File: src/rtl/rlt_pkg.sv
// Shared types and constants of the run queue latency tracker.
// No dependencies; every other file of the block imports this package.
`default_nettype none

package rlt_pkg;

	// Event command codes.
	localparam logic [1:0] CMD_SWITCH  = 2'd0;
	localparam logic [1:0] CMD_WAKEUP  = 2'd1;
	localparam logic [1:0] CMD_MIGRATE = 2'd2;

	// Mode register layout and reset value.
	localparam int         MODE_RECORD_BIT  = 0;
	localparam int         MODE_MIGRATE_BIT = 1;
	localparam logic [1:0] MODE_RESET       = 2'b11;

	// Depth of the queue between the front and the back.
	localparam int QUEUE_DEPTH = 2;
	localparam int QPTR_W      = (QUEUE_DEPTH > 1) ? $clog2(QUEUE_DEPTH) : 1;
	localparam int QCNT_W      = $clog2(QUEUE_DEPTH + 1);

	// A classified event as it travels from the front to the back.
	typedef struct packed {
		logic [1:0]  kind;
		logic [63:0] ev_time;
		logic [15:0] task_id;
		logic [15:0] src_pid;
		logic [15:0] src_tid;
		logic [7:0]  cpu;
		logic        is_switch;
		logic        is_wake;
		logic        is_mig;
		logic        rec;
	} item_t;

	// One row of the wakeup store.
	typedef struct packed {
		logic        valid;
		logic [63:0] wtime;
	} wake_t;

	// One row of the statistics store.
	typedef struct packed {
		logic        valid;
		logic [31:0] switches;
		logic [63:0] total;
		logic [63:0] max_lat;
		logic [31:0] migrations;
	} stat_t;

	// One result beat.
	typedef struct packed {
		logic        record_valid;
		logic [1:0]  record_kind;
		logic [63:0] record_time;
		logic [15:0] record_prev_pid;
		logic [15:0] record_prev_tid;
		logic [15:0] record_next_pid;
		logic [7:0]  record_cpu;
		logic [63:0] latency;
		logic [31:0] switches;
		logic [63:0] total;
		logic [63:0] max_lat;
		logic [31:0] migrations;
	} result_t;

	// Back-end sequencer states.
	typedef enum logic [2:0] {
		BK_CLEAR,
		BK_IDLE,
		BK_ADDR,
		BK_READ,
		BK_LAT,
		BK_UPD
	} back_state_t;

endpackage

`default_nettype wire

File: src/rtl/rlt_queue.sv
// Short queue of classified items between the front and the back.
// Depends on rlt_pkg for the item type and the depth.
`default_nettype none

module rlt_queue
	import rlt_pkg::*;
(
	input  wire logic  clk,
	input  wire logic  arst_n,
	input  wire logic  push,
	input  wire item_t push_item,
	output logic       full,
	input  wire logic  pop,
	output item_t      head,
	output logic       empty
);

	item_t             entry_q [QUEUE_DEPTH];
	logic [QPTR_W-1:0] wr_ptr_q;
	logic [QPTR_W-1:0] rd_ptr_q;
	logic [QCNT_W-1:0] count_q;
	logic              do_push;
	logic              do_pop;

	assign full    = (count_q == QCNT_W'(QUEUE_DEPTH));
	assign empty   = (count_q == '0);
	assign do_push = push & ~full;
	assign do_pop  = pop & ~empty;
	assign head    = entry_q[rd_ptr_q];

	// Pointers and fill count.
	always_ff @(posedge clk or negedge arst_n) begin
		if (!arst_n) begin
			wr_ptr_q <= '0;
			rd_ptr_q <= '0;
			count_q  <= '0;
		end else begin
			if (do_push) begin
				wr_ptr_q <= (wr_ptr_q == QPTR_W'(QUEUE_DEPTH - 1)) ? '0 : wr_ptr_q + 1'b1;
			end
			if (do_pop) begin
				rd_ptr_q <= (rd_ptr_q == QPTR_W'(QUEUE_DEPTH - 1)) ? '0 : rd_ptr_q + 1'b1;
			end
			if (do_push && !do_pop) begin
				count_q <= count_q + 1'b1;
			end else if (do_pop && !do_push) begin
				count_q <= count_q - 1'b1;
			end
		end
	end

	// Entry storage.
	always_ff @(posedge clk) begin
		if (do_push) begin
			entry_q[wr_ptr_q] <= push_item;
		end
	end

endmodule

`default_nettype wire

File: config.mk
export PLATFORM = sky130hd
export DESIGN_NAME = rlt_queue
export DESIGN_NICKNAME = d
export VERILOG_FILES = /design/src/rtl/rlt_pkg.sv /design/src/rtl/rlt_queue.sv
export SDC_FILE = /design/constraint.sdc
export NUM_CORES = 1
export LEC_CHECK = 0
export BUFFER_PORTS_ARGS = -buffer_cell sky130_fd_sc_hd__buf_2
export CORE_ASPECT_RATIO = 0.8
export CORE_MARGIN = 1
export CORE_UTILIZATION = 45
export DETAILED_ROUTE_END_ITERATION = 12
export PLACE_DENSITY = 0.7
export SLEW_MARGIN = 20
export SYNTH_ARGS = -nofsm -noshare
export SYNTH_HDL_FRONTEND = slang
export SYNTH_SLANG_ARGS = --single-unit
File: constraint.sdc
create_clock -name clk -period 7.8 [get_ports clk]
set_clock_uncertainty 0.1 [all_clocks]
set_input_delay 0.39 -clock clk [delete_from_list [all_inputs] [get_ports clk]]
set_output_delay 0.39 -clock clk [all_outputs]
set_load 0.005 [all_outputs]
Yosys cells after proc, flatten, opt, wreduce, memory -nomap -nowiden

Memory sizes are Yosys's and may differ from the RTL's.
Cells that the tools add are included.

Bits in registers: 4
Bits in writable memories: 252
Word-level logic and storage cells: 25
Memories kept: 1

Memory list:

| name    | words | bits a word | rd ports | clocked after memory_dff | wr ports | line            | text |
|---|---|---|---|---|---|---|---|
| entry_q | 2     | 126         | 1        | 0                        | 1        | rlt_queue.sv:18 | `item_t entry_q [QUEUE_DEPTH];` |

$add $sub $neg: 4
Equality and inequality tests: 1
Muxes and demuxes: 6
Bitwise logic cells: 4
Reductions and logical operators: 6

Operators by type and width:

| cell                                              | number |
|---|---|
| two-way mux 1 bit                                 | 4 |
| two-way mux 2 bit                                 | 2 |
| adder 1 bit (second input constant)               | 2 |
| adder 2 x 1 -> 2 bit (second input constant)      | 1 |
| bitwise AND 1 bit                                 | 2 |
| equality test 2 bit (second input constant)       | 1 |
| logical AND 1 bit                                 | 2 |
| zero test 1 bit                                   | 2 |
| zero test 2 bit                                   | 1 |
| inverter 1 bit                                    | 2 |
| nonzero test 2 bit                                | 1 |
| subtractor 2 x 1 -> 2 bit (second input constant) | 1 |

Longest topological paths before layout

Word-level depth: 7
Depth in mapped cells: 7
Gate-level depth less buffers: 7

Least setup slack after synthesis

No wires, ideal clock.

Path kind: flip-flop to flip-flop
From: register count_q[0]
To: memory entry_q[0][0] in the netlist's numbering, enable pin
Library setup time: 0.612 ns
Arrival: 5.880 ns
Data required time: 7.088 ns
Setup slack: 1.207 ns
Stages on the path, launching flop included: 4
Clock period less this slack: 6.593 ns
Cell sequence: dfrtp_1 nand2b_1 nand2_1 nor2_1

Longest elaborated chain between the ends: 5

Ends and longest elaborated chain:

| what                                    | line            | text |
|---|---|---|
| start: declaration                      | rlt_queue.sv:21 | `logic [QCNT_W-1:0] count_q;` |
| start signal: assignment                | rlt_queue.sv:45 | `count_q <= count_q + 1'b1;` |
| start signal: assignment                | rlt_queue.sv:47 | `count_q <= count_q - 1'b1;` |
| equality test 2 bit                     | rlt_queue.sv:25 | `assign full = (count_q == QCNT_W'(QUEUE_DEPTH));` |
| inverter 1 bit                          | rlt_queue.sv:27 | `assign do_push = push & ~full;` |
| bitwise AND 1 bit                       | rlt_queue.sv:27 |  |
| two-way mux 1 bit                       | rlt_queue.sv:54 | `if (do_push) begin` |
| two-way mux 1 bit (not written as such) | rlt_queue.sv:55 | `entry_q[wr_ptr_q] <= push_item;` |
| end: declaration                        | rlt_queue.sv:18 |  |

Every way passes these cells.

==> reports/metrics.cfg <==
[sta]
finalHoldViolations = 0
post-route-period-util_pct = 44.3
slew-limit-headroom_pct = 34.8
slew_violations = 0
finalCriticalPeriod_ps = 3460
finalSetupViolCount = 0
fmax_mhz = 289
final.setup.tns_ps = 0
rsz0062_at_grt = false
tightestPinTransition_ps = 978

[floorplan]
start_util_pct = 46.6
die_height_um = 131
die_area_um2 = 21500
rows = 46
core_area_um2 = 20100
ios = 258
die_w_um = 164

[yosys]
synthCells = 411
synth_nets = 542
yosysTopAreaCellShare_pct = 80.5
ys_ff_latch = 256
synth_area_leaders = edfxtp_1 (81%), mux2_2 (12%), mux2_4 (4.8%)
syn_area_per_cell_um2 = 22.9
synth_largest_area_cell = edfxtp_1
syn_area_um2 = 9400
ys_types = 15
yosys_warnings = 0
synth_seq_area_share_pct = 81.6

[run]
cap_violations = 0

[critical_path]
crit_required_ps = 7310
worstPathMaxFanout = 65
crit_arrival_ps = 2970
cp-start-kind = flop
end_kind = output port
worstSetupPathType = flop to output port

[grt]
overflow = 0
grt_pass1_vias = 5627
top_usage_layer = met2
use_met3_pct = 5.81
grt_first_pass_wirelength_um = 29500
use_met1_pct = 21.3
globalRouteMet2Util_pct = 31.2
antenna_found_initial = 0
globalRouteTotalUtil_pct = 17.9
grt_max_degree = 66

[route]
dr.pass1.iters = 4
viasPerCell = 4.77
vias = 5211
routed_wl_um = 19800
drcViolationCount = 0
first_iter_violations = 371
drt.antenna.violating_nets = 0
wire_per_inst_um = 18.1

[layout]
utilization_pct = 64.2
syn2layout_area_growth_pct = 37.7
final_common_cell = buf_2
fillers = 1413
drive_gt1_share_pct = 51.1
multiInputGateArea_um2 = 1630
final_cell_mix = buf_2 (257), edfxtp_1 (252), dlygate4sd3_1 (127), mux2_2 (96), mux2_4 (30)
seq_area_um2 = 7670
antenna_cells = 0
fin_nets = 943

[clock_network]
post-cts-setup-buffer-count = 0
clk_latency_ps = 500
cts.sinks = 256
cts_root_buf = clkbuf_16
htreeDepth = 1
cts_buffer_depth = 3
postCtsResizedCells = 0
cts-hold-fix-buffers = 127
clk_pin_slew_ps = 60
tritoncts.num_buffers = 25
cts_tree = done

[placed_design]
routabilityCongestion = 0.766
dp_hpwl_um = 11900
numPortBuffers = 257

[power]
vdd_drop_max_uv = 176
p_leak_nw = 4.97
power_density_nw_per_um2 = 331

[hold_path]
hold_path_class = primary input to flop

[status]
status = finished, final reports clean

## cells in the mapped netlist (all sizes together)
| library cell | instances |
|---|---|
| inv | 2 |
| xnor2 | 3 |
| nand2 | 1 |
| xor2 | 2 |
| mux2 | 126 |
| ha | 1 |
| o21ai | 1 |
| buf | 14 |
| edfxtp | 252 |
| and3 | 1 |
| dfrtp | 4 |
| nand2b | 1 |
| nor2 | 3 |
## per-stage QoR
stage	std cells	total power [mW]	setup slack [ps]	hold slack (ps)	cell area, um^2
finish	1092	4.28	4340	138	12900
global route	1092	4.48	4180	150	12900
CTS	1092	4.31	4280	123	12900
detailed placement	922	3.20	4840	103	11000
global placement	922	3.16	4890	97.9	11000
floorplan	411	2.77	1210	-5.59	9400
## kinds of logic (layout without fill, tap and decap cells)
family | after synthesis | in the layout | share of synthesized area (%)
buffers and inverters | 16 | 433 | 1.16
XOR/XNOR | 5 | 5 | 0.466
adder cells (fa/ha/maj) | 1 | 1 | 0.133
multiplexers | 126 | 126 | 16.3
AND/OR/NAND/NOR | 6 | 6 | 0.293
AO/OA/AOI/OAI | 1 | 1 | 0.0532
flip-flops | 256 | 256 | 81.6
## report_power, final
group	leakage (nW)	switching [mW]	internal (mW)
registers	2.39	0.144	1.89
logic	2.24	0.556	0.638
clock network	0.345	0.467	0.588
total	4.97	1.17	3.11
## worst max-delay path: stages, from the launching register on
cell and delay (ps):
dfrtp_4 980, buf_4 870, mux2_2 430, buf_2 130
## area by class of cell
class                   instances  area share [%]
well taps                     264            2.55
flip-flops and latches        256            59.3
multi-input cells             139            12.6
clock buffers                  32            5.04
repair buffers                388            20.0
clock inverters                11           0.435
inverters                       2          0.0580
## sequential cells by signal, summed over array words and instances (netlist names)
register / flops
rd_ptr_q: 1
count_q: 2
entry_q: 252
wr_ptr_q: 1
## final timing paths
check / cells after the start / end / start / slack [ps]
setup / recovery: 3 / head[40] / rd_ptr_q / 4340
hold / removal: 3 / rd_ptr_q / pop / 140
setup reg to reg: 5 / entry_q[0][102] / count_q[0] / 4910
hold reg to reg: 1 / count_q[1] / count_q[1] / 460
max in group asynchronous: 2 / rd_ptr_q / arst_n / 7300
min in group asynchronous: 2 / rd_ptr_q / arst_n / 160
## per-layer routing
metal | share of wire, % | routed length (um)
met4 | 1.8 | 365
met2 | 50 | 9800
met5 | 0 | 0
met3 | 9.2 | 1810
met1 | 39 | 7800
(Power assumes the default switching activity.)
