`config.mk`:
```
export PLATFORM = sky130hd
export DESIGN_NAME = rlt_front
export DESIGN_NICKNAME = d
export VERILOG_FILES = /design/src/rtl/rlt_pkg.sv /design/src/rtl/rlt_front.sv
export SDC_FILE = /design/constraint.sdc
export NUM_CORES = 1
export LEC_CHECK = 0
export BUFFER_PORTS_ARGS = -buffer_cell sky130_fd_sc_hd__clkbuf_2
export CORE_AREA = 2 2 100 102
export CTS_CLUSTER_DIAMETER = 100
export DETAILED_ROUTE_END_ITERATION = 16
export DIE_AREA = 0 0 102 104
export GPL_ROUTABILITY_DRIVEN = 1
export PLACE_DENSITY_LB_ADDON = 0.08
export SYNTH_ARGS = -nofsm -noshare
export SYNTH_HDL_FRONTEND = slang
export SYNTH_SLANG_ARGS = --single-unit
```
`constraint.sdc`:
```
create_clock -name clk -period 0.8 [get_ports clk]
set_input_delay 0.04 -clock clk [delete_from_list [all_inputs] [get_ports clk]]
set_output_delay 0.04 -clock clk [all_outputs]
set_load 0.005 [all_outputs]
```
`src/rtl/rlt_pkg.sv`:
```
// Shared types and constants of the run queue latency tracker.
// No dependencies; every other file of the block imports this package.
`default_nettype none

package rlt_pkg;

	// Event command codes.
	localparam logic [1:0] CMD_SWITCH  = 2'd0;
	localparam logic [1:0] CMD_WAKEUP  = 2'd1;
	localparam logic [1:0] CMD_MIGRATE = 2'd2;

	// Mode register layout and reset value.
	localparam int         MODE_RECORD_BIT  = 0;
	localparam int         MODE_MIGRATE_BIT = 1;
	localparam logic [1:0] MODE_RESET       = 2'b11;

	// Depth of the queue between the front and the back.
	localparam int QUEUE_DEPTH = 2;
	localparam int QPTR_W      = (QUEUE_DEPTH > 1) ? $clog2(QUEUE_DEPTH) : 1;
	localparam int QCNT_W      = $clog2(QUEUE_DEPTH + 1);

	// A classified event as it travels from the front to the back.
	typedef struct packed {
		logic [1:0]  kind;
		logic [63:0] ev_time;
		logic [15:0] task_id;
		logic [15:0] src_pid;
		logic [15:0] src_tid;
		logic [7:0]  cpu;
		logic        is_switch;
		logic        is_wake;
		logic        is_mig;
		logic        rec;
	} item_t;

	// One row of the wakeup store.
	typedef struct packed {
		logic        valid;
		logic [63:0] wtime;
	} wake_t;

	// One row of the statistics store.
	typedef struct packed {
		logic        valid;
		logic [31:0] switches;
		logic [63:0] total;
		logic [63:0] max_lat;
		logic [31:0] migrations;
	} stat_t;

	// One result beat.
	typedef struct packed {
		logic        record_valid;
		logic [1:0]  record_kind;
		logic [63:0] record_time;
		logic [15:0] record_prev_pid;
		logic [15:0] record_prev_tid;
		logic [15:0] record_next_pid;
		logic [7:0]  record_cpu;
		logic [63:0] latency;
		logic [31:0] switches;
		logic [63:0] total;
		logic [63:0] max_lat;
		logic [31:0] migrations;
	} result_t;

	// Back-end sequencer states.
	typedef enum logic [2:0] {
		BK_CLEAR,
		BK_IDLE,
		BK_ADDR,
		BK_READ,
		BK_LAT,
		BK_UPD
	} back_state_t;

endpackage

`default_nettype wire

```
`src/rtl/rlt_front.sv`:
```
// Front end: holds the mode register, accepts input beats and classifies them.
// Depends on rlt_pkg; pushes classified items into rlt_queue.
`default_nettype none

module rlt_front
	import rlt_pkg::*;
(
	input  wire logic        clk,
	input  wire logic        arst_n,
	input  wire logic        cfg_wr_en,
	input  wire logic [1:0]  cfg_wr_data,
	input  wire logic        in_valid,
	output logic             in_stall,
	input  wire logic [1:0]  cmd,
	input  wire logic [63:0] event_time,
	input  wire logic [15:0] task_id,
	input  wire logic [15:0] other_pid,
	input  wire logic [15:0] other_tid,
	input  wire logic [7:0]  cpu_index,
	input  wire logic        clearing,
	input  wire logic        q_full,
	output logic             q_push,
	output item_t            q_item
);

	logic [1:0] mode_q;

	// Mode register.
	always_ff @(posedge clk or negedge arst_n) begin
		if (!arst_n) begin
			mode_q <= MODE_RESET;
		end else if (cfg_wr_en) begin
			mode_q <= cfg_wr_data;
		end
	end

	// Input beats are held off during the clearing pass and while the queue is full.
	assign in_stall = clearing | q_full;
	assign q_push   = in_valid & ~in_stall;

	// Decode the command into what the back end has to do.
	always_comb begin
		q_item           = '0;
		q_item.kind      = cmd;
		q_item.ev_time   = event_time;
		q_item.task_id   = task_id;
		q_item.cpu       = cpu_index;
		unique case (cmd)
			CMD_SWITCH: begin
				q_item.is_switch = 1'b1;
				q_item.rec       = mode_q[MODE_RECORD_BIT];
				q_item.src_pid   = other_pid;
				q_item.src_tid   = other_pid;
			end
			CMD_WAKEUP: begin
				q_item.is_wake = 1'b1;
				q_item.rec     = mode_q[MODE_RECORD_BIT];
				q_item.src_pid = other_pid;
				q_item.src_tid = other_tid;
			end
			CMD_MIGRATE: begin
				q_item.is_mig  = mode_q[MODE_MIGRATE_BIT];
				q_item.rec     = mode_q[MODE_MIGRATE_BIT] & mode_q[MODE_RECORD_BIT];
				q_item.src_pid = task_id;
				q_item.src_tid = task_id;
			end
			default: begin
				// An unknown command changes nothing and only reports statistics.
				q_item.rec = 1'b0;
			end
		endcase
	end

endmodule

`default_nettype wire

```
-- Word level (Yosys, flattened, before mapping)
Cells that the tools add are included.
- output and inout bits: 128
- bits in registers: 2
- word-level logic and storage cells: 14
- reductions and logical operators: 2
- multiplexer cells: 5
- equal/unequal tests: 2
- bitwise gates (word level): 4
- operators with widths (cell ; count):
    32-bit one-hot mux with 3 select lines ; 1
    1-bit 2-to-1 mux ; 3
    1-bit bitwise AND ; 2
    2-bit by 1-bit equality test with 1-bit output (second input constant) ; 1
    2-bit equality test (second input constant) ; 1
    2-bit logical NOT ; 1
    1-bit one-hot mux with 2 select lines ; 1
    2-bit OR reduction ; 1
    1-bit NOT ; 1
    1-bit bitwise OR ; 1

-- Depth between registers and ports, before layout
- depth after elaboration: 3
- depth in mapped cells: 5

-- Worst setup path after synthesis
No wires, ideal clock.
- path type: register -> output
- start point: reg mode_q[1]
- end point: out q_item[0] (netlist name)
- path slack: 0.045 ns
- arrival: 0.715 ns
- data required time: 0.760 ns
- buffers on the path: 0
- cell stages (with the launch flop): 3
- path through: dfstp_2 -> nand2b_1 -> a21boi_1
- RTL lines (element ; RTL line ; text):
    start, declared ; rlt_front.sv:26 ; logic [1:0] mode_q;
    start signal, assigned ; rlt_front.sv:33 ; mode_q <= cfg_wr_data;
    end, declared ; rlt_front.sv:23 ; output item_t q_item

==> run_results.csv <==
group,metric,value,unit
finish,top_regs,"mode_q: 2 flops",
timing,tightest_slew,226,ps
finish,fin_nets,322,
critical_path,r2r_start,"mode_q[1]",
placed_design,post-place-ws,-182,ps
finish,most-common-layout-cells,"clkbuf_2, a22o_1, o2bb2ai_2, mux2i_1, buf_2",
grt,grt_max_degree,17,
critical_path,rrSetupSlack,80,ps
critical_path,critPathRequiredTime,760,ps
routing,num_vias,1173,
routing,drc_errors,0,
pwr,p_sw,0.000463,W
routing,drt_iter0_markers,38,
clock_tree,cts_tree,"built",
timing,setup_viol_count_final,18,
critical_path,crit_type,"flip-flop to output pin",
timing,fmax,940,MHz
flow_run,cap_violations,0,
finish,areaGrowthSynthToFinish,20.1,%
pwr,leakagePower,0.863,nW
pwr,pwr-share-seq,0.090,
clock_tree,clock-root-buffer,"clkbuf_8",
grt,grt_overflow_total,0,
synth,synth_area,1400,um2
finish,final_common_cell,"clkbuf_2",
grt,grt_pass1_vias,1191,
pwr,combPwrFrac,0.630,
clock_tree,cts_buffers,3,
clock_tree,htreeDepth,1,
synth,synth_cells,161,
status,violations,"negative setup slack",
pwr,clkPwrFrac,0.279,
finish,area.sequential,52.6,um2
routing,ant_nets,0,
finish,nFillCells,1132,
worst_hold_path,holdPathEnd,"mode_q[0]",
clock_tree,cts.clk_slew.worst_paths,30,ps
pwr,internal_power,0.000923,W
routing,drt-pass1-iter-count,3,
timing,rsz0062_at_grt,"true",
routing,vias_per_cell,3.63,
die,start_util,0.146,
critical_path,cp_max_fo,3,
finish,largest-register,"mode_q",
die,boundaryPins,258,
timing,hold_viol,0,
worst_hold_path,hold_path_depth,2,
placed_design,hpwl,3740,um
grt,grt_pass1_wl,6310,um
timing,period_needed,1060,ps
synth,syn_avg_cell_area,8.69,um2
timing,final.setup.tns,-1330,ps
critical_path,crit_chain,"nand2b_1 -> a21boi_1 -> buf_2",
pwr,power_density,825,nW/um2
worst_hold_path,hold_path.startpoint,"cfg_wr_data[0]",
clock_tree,clkSinkCount,2,
finish,antenna_cells,0,
synth,synthesis.nets,291,
routing,wl,4430,um
finish,drive_gt1_frac,0.811,
synth,ys_warn_count,0,
timing,fin_hold_ws,72.7,ps
critical_path,crit_arrival,1020,ps
critical_path,reg2reg_depth,1,
critical_path,critPathSlowestCell,"dfstp_2",
status,status,"finished, violations left",
critical_path,slowest_delay,520,ps
timing,max_slew_margin,0.846,
timing,fin_ws,-263,ps
placed_design,gp_routability_congestion,0.613,
pwr,switching_share,0.334,
die,die_w,102,um
critical_path,crit_path_end_kind,"output pin",
timing,finalCritPeriodShare,1.33,
die,die_y,104,um
grt,antenna_found_initial,0,
die,rows,36,
finish,multi_input_area,662,um2
synth,ys_ff_latch,2,
synth,yosysSeqAreaShare,0.0376,
clock_tree,clk_path_buf_depth,2,
placed_design,portBuffers,113,
timing,finalMaxSlewViolations,0,
synth,yosys.cell_types.count,19,
finish,largest_register_ffs,2,
die,core-area,9550,um2
pwr,p_total,0.00139,W
die,die-area,10600,um2
critical_path,timing.rr.end,"mode_q[1]",
clock_tree,clk_latency,210,ps
critical_path,cp-start-kind,"flip-flop",
grt,track_usage,0.0747,
pwr,ir_drop,0.425,mV
worst_hold_path,hold_class,"input port to flip-flop",
timing,fin_skew,0,ps
routing,wire_per_inst,13.7,um
[metal layers]
metal,GRT usage,up-vias,share of wire
met5,0,-,0
met4,0.0276,0,0.016
met3,0.0323,20,0.12
met2,0.131,103,0.51
met1,0.0775,520,0.35
li1,-,530,-
[worst max-delay path, delay by kind of cell, from the launching register on]
family | cells | cell delay, ps
flip-flops | 1 | 520
buffers and inverters | 1 | 130
AO/OA/AOI/OAI | 1 | 110
AND/OR/NAND/NOR | 1 | 50
[stage by stage]
stage | cell area (um2) | util | cells
after floorplan | 1400 | - | 161
after global placement | 1500 | 0.157 | 319
after detailed placement | 1500 | 0.157 | 319
after CTS | 1660 | 0.174 | 323
after global routing | 1680 | 0.176 | 323
final | 1680 | 0.176 | 323
[Yosys cell counts, drive strengths merged]
| cell type | n | area (um2) |
|---|---|---|
| dfstp | 2 | 52.6 |
| nand2b | 1 | 6.26 |
| mux2i | 16 | 160 |
| nor2b | 1 | 6.26 |
| nor2 | 2 | 7.51 |
| and2b | 1 | 10.0 |
| and2 | 1 | 6.26 |
| inv | 2 | 7.50 |
| buf | 99 | 769 |
| a21boi | 1 | 7.51 |
| or2 | 1 | 6.26 |
| o2bb2ai | 16 | 196 |
| mux2 | 2 | 22.5 |
| a22o | 16 | 140 |
[worst max path at each step]
stage,end,startpoint,slack [ps],cells after the start
6_report,q_item[0],mode_q[1],-260,3
5_1_grt,q_item[0],mode_q[1],-310,3
4_1_cts,q_item[0],mode_q[1],-290,3
3_5_place_dp,q_item[27],cmd[1],-180,5
3_3_place_gp,q_item[27],cmd[1],-160,5
2_1_floorplan,q_item[0],mode_q[1],40,2
[logic make-up (layout without fill, tap and decap cells)]
logic type	after synthesis	count (layout)	share of synthesized area
DFF	2	2	0.0376
and+or+nand+nor	7	7	0.0304
buffers and inverters	101	130	0.555
muxes	18	18	0.131
AOI/OAI and AO/OA	33	33	0.246
[cell type report]
cell class                 count  area share
inverter                       2     0.00596
clock buffer                   3      0.0246
multi-input combinational     58       0.394
tap                          133      0.0990
sequential                     2      0.0313
timing repair buffer         125       0.445
[repair_timing]
item	CTS	global route
gates resized for setup	21	14
endpoints found under the hold margin	2	0
pin swaps	1	0
buffers inserted	0	0
hold buffers	1	0
setup endpoints to repair	35	28
[power groups by stage]
stage	Clock [W]	Sequential [W]	Combinational [W]
after floorplan	0	0.000124	0.000703
after global placement	0	0.000127	0.000824
after detailed placement	0	0.000127	0.000810
after CTS	0.000397	0.000126	0.000888
after global routing	0.000408	0.000128	0.000954
final	0.000387	0.000125	0.000873
Note: power is estimated with default switching activity, not from simulation.
